## src/sv/vwd_pkg.sv

```systemverilog
// Shared types and constants for the vertex weld table: sizes, payload structs,
// controller states and the command/status bundles between controller and datapath.
// No dependencies.
package vwd_pkg;

	localparam int MAX_VERTICES = 1024;
	localparam int IDX_W        = (MAX_VERTICES > 1) ? $clog2(MAX_VERTICES) : 1;
	localparam int CNT_W        = $clog2(MAX_VERTICES + 1);
	localparam int OUT_IDX_W    = 10;
	localparam int THR_W        = 64;
	localparam logic [THR_W-1:0] THRESH_RESET = 64'd429497;

	localparam logic CMD_LOOKUP = 1'b0;
	localparam logic CMD_CLEAR  = 1'b1;

	typedef struct packed {
		logic               command;
		logic signed [31:0] pos_x;
		logic signed [31:0] pos_y;
		logic signed [31:0] pos_z;
		logic signed [15:0] norm_x;
		logic signed [15:0] norm_y;
		logic signed [15:0] norm_z;
	} in_t;

	typedef struct packed {
		logic [OUT_IDX_W-1:0] vertex_index;
		logic                 was_inserted;
		logic                 table_full;
	} out_t;

	// One stored table entry
	typedef struct packed {
		logic signed [31:0] pos_x;
		logic signed [31:0] pos_y;
		logic signed [31:0] pos_z;
		logic signed [15:0] norm_x;
		logic signed [15:0] norm_y;
		logic signed [15:0] norm_z;
	} entry_t;

	typedef enum logic [1:0] {
		ST_IDLE,
		ST_SCAN,
		ST_RESP
	} ctrl_state_t;

	typedef enum logic [1:0] {
		RES_CLEAR,
		RES_MATCH,
		RES_INSERT,
		RES_FULL
	} res_kind_t;

	typedef struct packed {
		logic      load;
		logic      issue;
		logic      set_res;
		res_kind_t res_kind;
		logic      load_out;
	} vwd_cmd_t;

	typedef struct packed {
		logic issue_done;
		logic pipe_empty;
		logic hit;
		logic full;
	} vwd_status_t;

endpackage

```

## src/sv/vwd_ctrl.sv

```systemverilog
// Controller state machine for the vertex weld table: sequences accept, table
// scan, result capture and output hand-off. Depends on vwd_pkg.
module vwd_ctrl (
	input  logic                clk,
	input  logic                arst_n,
	input  logic                in_valid,
	output logic                in_ready,
	input  logic                in_command,
	output logic                out_valid,
	input  logic                out_ready,
	input  vwd_pkg::vwd_status_t status,
	output vwd_pkg::vwd_cmd_t    cmd
);
	import vwd_pkg::*;

	ctrl_state_t state_q, state_d;
	logic        out_valid_q;

	always_ff @(posedge clk or negedge arst_n) begin
		if (!arst_n) begin
			state_q     <= ST_IDLE;
			out_valid_q <= 1'b0;
		end else begin
			state_q <= state_d;
			if (cmd.load_out) begin
				out_valid_q <= 1'b1;
			end else if (out_ready) begin
				out_valid_q <= 1'b0;
			end
		end
	end

	always_comb begin
		state_d = state_q;
		unique case (state_q)
			ST_IDLE: begin
				if (in_valid) begin
					state_d = (in_command == CMD_CLEAR) ? ST_RESP : ST_SCAN;
				end
			end
			ST_SCAN: begin
				if (status.hit || (status.issue_done && status.pipe_empty)) begin
					state_d = ST_RESP;
				end
			end
			ST_RESP: begin
				if (!out_valid_q || out_ready) begin
					state_d = ST_IDLE;
				end
			end
			default: state_d = ST_IDLE;
		endcase
	end

	always_comb begin
		cmd          = '0;
		cmd.res_kind = RES_CLEAR;
		in_ready     = 1'b0;
		unique case (state_q)
			ST_IDLE: begin
				in_ready = 1'b1;
				if (in_valid) begin
					cmd.load = 1'b1;
					if (in_command == CMD_CLEAR) begin
						cmd.set_res  = 1'b1;
						cmd.res_kind = RES_CLEAR;
					end
				end
			end
			ST_SCAN: begin
				// lowest matching index reaches the pipe end first
				priority if (status.hit) begin
					cmd.set_res  = 1'b1;
					cmd.res_kind = RES_MATCH;
				end else if (status.issue_done && status.pipe_empty) begin
					cmd.set_res  = 1'b1;
					cmd.res_kind = status.full ? RES_FULL : RES_INSERT;
				end else begin
					cmd.issue = !status.issue_done;
				end
			end
			ST_RESP: begin
				cmd.load_out = !out_valid_q || out_ready;
			end
			default: begin
				cmd.load = 1'b0;
			end
		endcase
	end

	assign out_valid = out_valid_q;

endmodule

```

## config.mk

```make
export PLATFORM = sky130hd
export DESIGN_NAME = vwd_ctrl
export DESIGN_NICKNAME = d
export VERILOG_FILES = /design/src/sv/vwd_pkg.sv /design/src/sv/vwd_ctrl.sv
export SDC_FILE = /design/constraint.sdc
export NUM_CORES = 1
export LEC_CHECK = 0
export BUFFER_PORTS_ARGS = -buffer_cell sky130_fd_sc_hd__buf_2
export CAP_MARGIN = 40
export CELL_PAD_IN_SITES_DETAIL_PLACEMENT = 0
export CELL_PAD_IN_SITES_GLOBAL_PLACEMENT = 1
export CORE_AREA = 2 2 39 41
export CTS_CLUSTER_DIAMETER = 100
export DETAILED_ROUTE_END_ITERATION = 12
export DIE_AREA = 0 0 41 43
export GPL_TIMING_DRIVEN = 0
export PLACE_DENSITY_LB_ADDON = 0.1
export SLEW_MARGIN = 20
export SYNTH_ARGS = -nofsm -noshare
export SYNTH_HDL_FRONTEND = slang
export SYNTH_SLANG_ARGS = --single-unit
```

## constraint.sdc

```tcl
create_clock -name clk -period 2.1 [get_ports clk]
set_input_delay 0.21 -clock clk [delete_from_list [all_inputs] [get_ports clk]]
set_output_delay 0.21 -clock clk [all_outputs]
set_load 0.01 [all_outputs]
```

==> metrics.md <==
| Metric | Value |
|---|---|
| Number of global-route vias before repair | `233` |
| Total number of vias | `237` |
| Max clock buf depth | `2` |
| Synth top area share | `0.392` |
| CP delay by family, top | `flip-flops` |
| Max-slew violations | `0` |
| Max-cap violations | `0` |
| Gate Count Post-Synth | `23` |
| Critical setup path kind | `reg -> out` |
| Worst slew pin tran | `0.216 ns` |
| Remaining antenna violation count | `0` |
| Post-Synth XOR/XNOR Area | `0` |
| Drt wl/cell | `9.15 µm` |
| Die width | `41 µm` |
| Grt ovf | `0` |
| Post-route cell area | `328 µm²` |
| Top Usage Layer GRT | `met2` |
| CP bufs+invs | `1` |
| DR iter-0 viols | `7` |
| Yosys cell types | `14` |
| Drc violations | `0` |
| Row count | `14` |
| # hold bufs at CTS | `1` |
| Top cells by area, synth | `dfrtp_1 (39%), nor2_1 (9.8%), a21oi_1 (5.2%)` |
| Die H | `43 µm` |
| Ys Warns | `0` |
| Layout Cells excl Fill | `60` |
| Seq/Total Area, Yosys | `0.392` |
| Worst hold margin | `0.244 ns` |
| Antenna violations before repair | `0` |
| Worst setup SP type | `flip-flop` |
| Clk_lat worst skew | `0.23 ns` |
| GR Util All Layers | `0.0863` |
| Routing usage on met3 | `0.0628` |
| Mux cell area share after synthesis | `0` |
| Most common cell in the netlist | `nor2_1` |
| Vias per cell | `3.95` |
| CTS tree | `built` |
| Worst path max stage delay | `0.39 ns` |
| Worst Path Max Fanout | `4` |
| Global-route wire length before repair | `938 µm` |
| CORE AREA | `1380 µm²` |
| Grt met1 use | `0.0994` |
| Layout Nets | `54` |
| IO Port Bufs | `16` |
| Critical-path cell list | `nand2b_1 > nor2_1 > a31o_2 > buf_2` |
| Critical Path Sink Type | `output pin` |
| Initial Util | `0.138` |
| Simple-gate share of the synthesized area | `0.425` |
| Share of layout cells above drive strength 1 | `0.500` |
| Compound-Gate Fraction of Synth Area | `0.183` |
| Adder-cell share of the synthesized area | `0` |
| # placed instances | `55` |
| Largest net degree at the start of global routing | `6` |
| Power per cell area | `895 nW/µm²` |
| GR Layer Usage met2 | `0.106` |
| Final Setup Violations | `0` |
| Clock Tree Root | `clkbuf_4` |
| Static Leak | `0.174 nW` |
| FMAX | `702 MHz` |
| Final Power | `0.294 mW` |
| Relative slew slack | `0.856` |
| Ys async rst share | `1.00` |
| Largest family of logic cells by synthesized area | `simple AND/OR/NAND/NOR gates` |
| Total CTS buffers | `3` |
| First-pass iteration count of the detailed router | `4` |
| Status | `completed` |
| Cell accounting for the most synthesized area | `dfrtp_1` |
| Die area | `1760 µm²` |
| Number of synthesized register bits | `3` |
| Number of synthesized flops with an enable pin | `0` |
| Fin crit share | `0.679` |
| HP Class | `in -> reg` |
| Net Count, Synth | `32` |
| Worst vdd ir | `0.000348 V` |
| CTS Sinks | `3` |
| Total Wirelength | `549 µm` |
| Clk slew on worst S/H paths | `0.04 ns` |
| Hold Vio Cnt, Final | `0` |
| Clock Skew | `0.00257 ns` |
| GPL Wtd Cong | `0.655` |
| Area after DPL | `292 µm²` |
| Setup bufs post-CTS | `0` |
| Setup TNS | `0 ns` |
| CTS HTree Levels | `1` |
| Post-detailed-placement half-perimeter wirelength | `444 µm` |
| Post-Syn Area | `191 µm²` |
| Syn Area/Cell | `8.32 µm²` |
| Critical Path RT | `1.89 ns` |
| Most frequently used flop master after synthesis | `dfrtp_1` |
| CP Data Arrival Time | `1.22 ns` |
| CP max stage cell | `dfrtp_1` |
| Most frequent cells after synthesis | `nor2_1 (5), dfrtp_1 (3), a21oi_1 (2), nand2_1 (2), nor3_1 (2)` |
| Layout area overhead | `71.2%` |
| Boundary Pins | `17` |
| Final min period | `1.43 ns` |
| Unrepaired setup endpoints after global routing | `no` |
| Post_cts resized | `0` |
| Antenna Cells | `0` |
==> cell type report <==
cell class,count,area (µm²)
Clock buffer,4,26.3
Sequential cell,3,75.1
Timing Repair Buffer,17,90.1
Tap cell,16,20.0
Multi-Input combinational cell,20,116
Fill cell,157,1060
==> sequential cells by signal, summed over array words and instances (netlist names) <==
name / count
state_q: 2
out_valid: 1
==> placed cells by master, fill, tap and decap left out <==
master | synthesis | layout
clkbuf_1 | 0 | 1
and2b_2 | 1 | 1
nor2_1 | 5 | 5
or2b_2 | 1 | 1
dlygate4sd3_1 | 0 | 1
nand2_1 | 2 | 2
nor3b_1 | 1 | 1
a31o_2 | 1 | 1
clkbuf_4 | 0 | 3
a21oi_1 | 2 | 2
buf_2 | 0 | 16
or2b_1 | 1 | 1
nand2b_1 | 1 | 1
dfrtp_1 | 3 | 3
nor3_1 | 2 | 2
a31oi_1 | 1 | 1
a311o_1 | 1 | 1
and2_1 | 1 | 1
==> worst paths after layout <==
| check | from | to | slack, ns | depth (start not counted) |
|---|---|---|---|---|
| min in group asynchronous | arst_n | out_valid$_DFFE_PN0P_ | 0.30 | 2 |
| min reg2reg | state_q[1]$_DFFE_PN0P_ | state_q[0]$_DFFE_PN0P_ | 0.47 | 1 |
| max | state_q[1]$_DFFE_PN0P_ | cmd[3] | 0.67 | 4 |
| min | out_ready | out_valid$_DFFE_PN0P_ | 0.24 | 3 |
| max reg2reg | state_q[1]$_DFFE_PN0P_ | state_q[1]$_DFFE_PN0P_ | 1.04 | 3 |
| max in group asynchronous | arst_n | state_q[0]$_DFFE_PN0P_ | 1.69 | 2 |
==> tightest hold or removal path: stages <==
cell     delay, ns
buf_2         0.07
or2b_2        0.11
nand2_1       0.05
==> power by group <==
group          internal [mW]  switching [mW]  leakage (nW)  total [mW]
clock                 0.0711          0.0291        0.0150       0.100
combinational         0.0545          0.0553         0.121       0.110
sequential            0.0730          0.0105        0.0385      0.0835
==> cells by family (layout without fill, tap and decap cells) <==
| group | after synthesis | after routing |
|---|---|---|
| buffers and inverters | 0 | 21 |
| AOI/OAI and AO/OA | 5 | 5 |
| DFF | 3 | 3 |
| and+or+nand+nor | 15 | 15 |
==> per-layer routing <==
| layer | up-vias | share of wire |
|---|---|---|
| met2 | 8 | 0.51 |
| li1 | 125 | - |
| met5 | - | 0 |
| met3 | 0 | 0.066 |
| met4 | 0 | 0 |
| met1 | 104 | 0.42 |
==> metrics by stage <==
step | setup WS (ns) | util
6_report | 0.675 | 0.237
3_5_place_dp | 0.916 | 0.211
2_1_floorplan | 0.998 | -
4_1_cts | 0.658 | 0.237
3_3_place_gp | 0.911 | 0.211
5_1_grt | 0.580 | 0.237
Note: power is estimated with default switching activity, not from simulation.
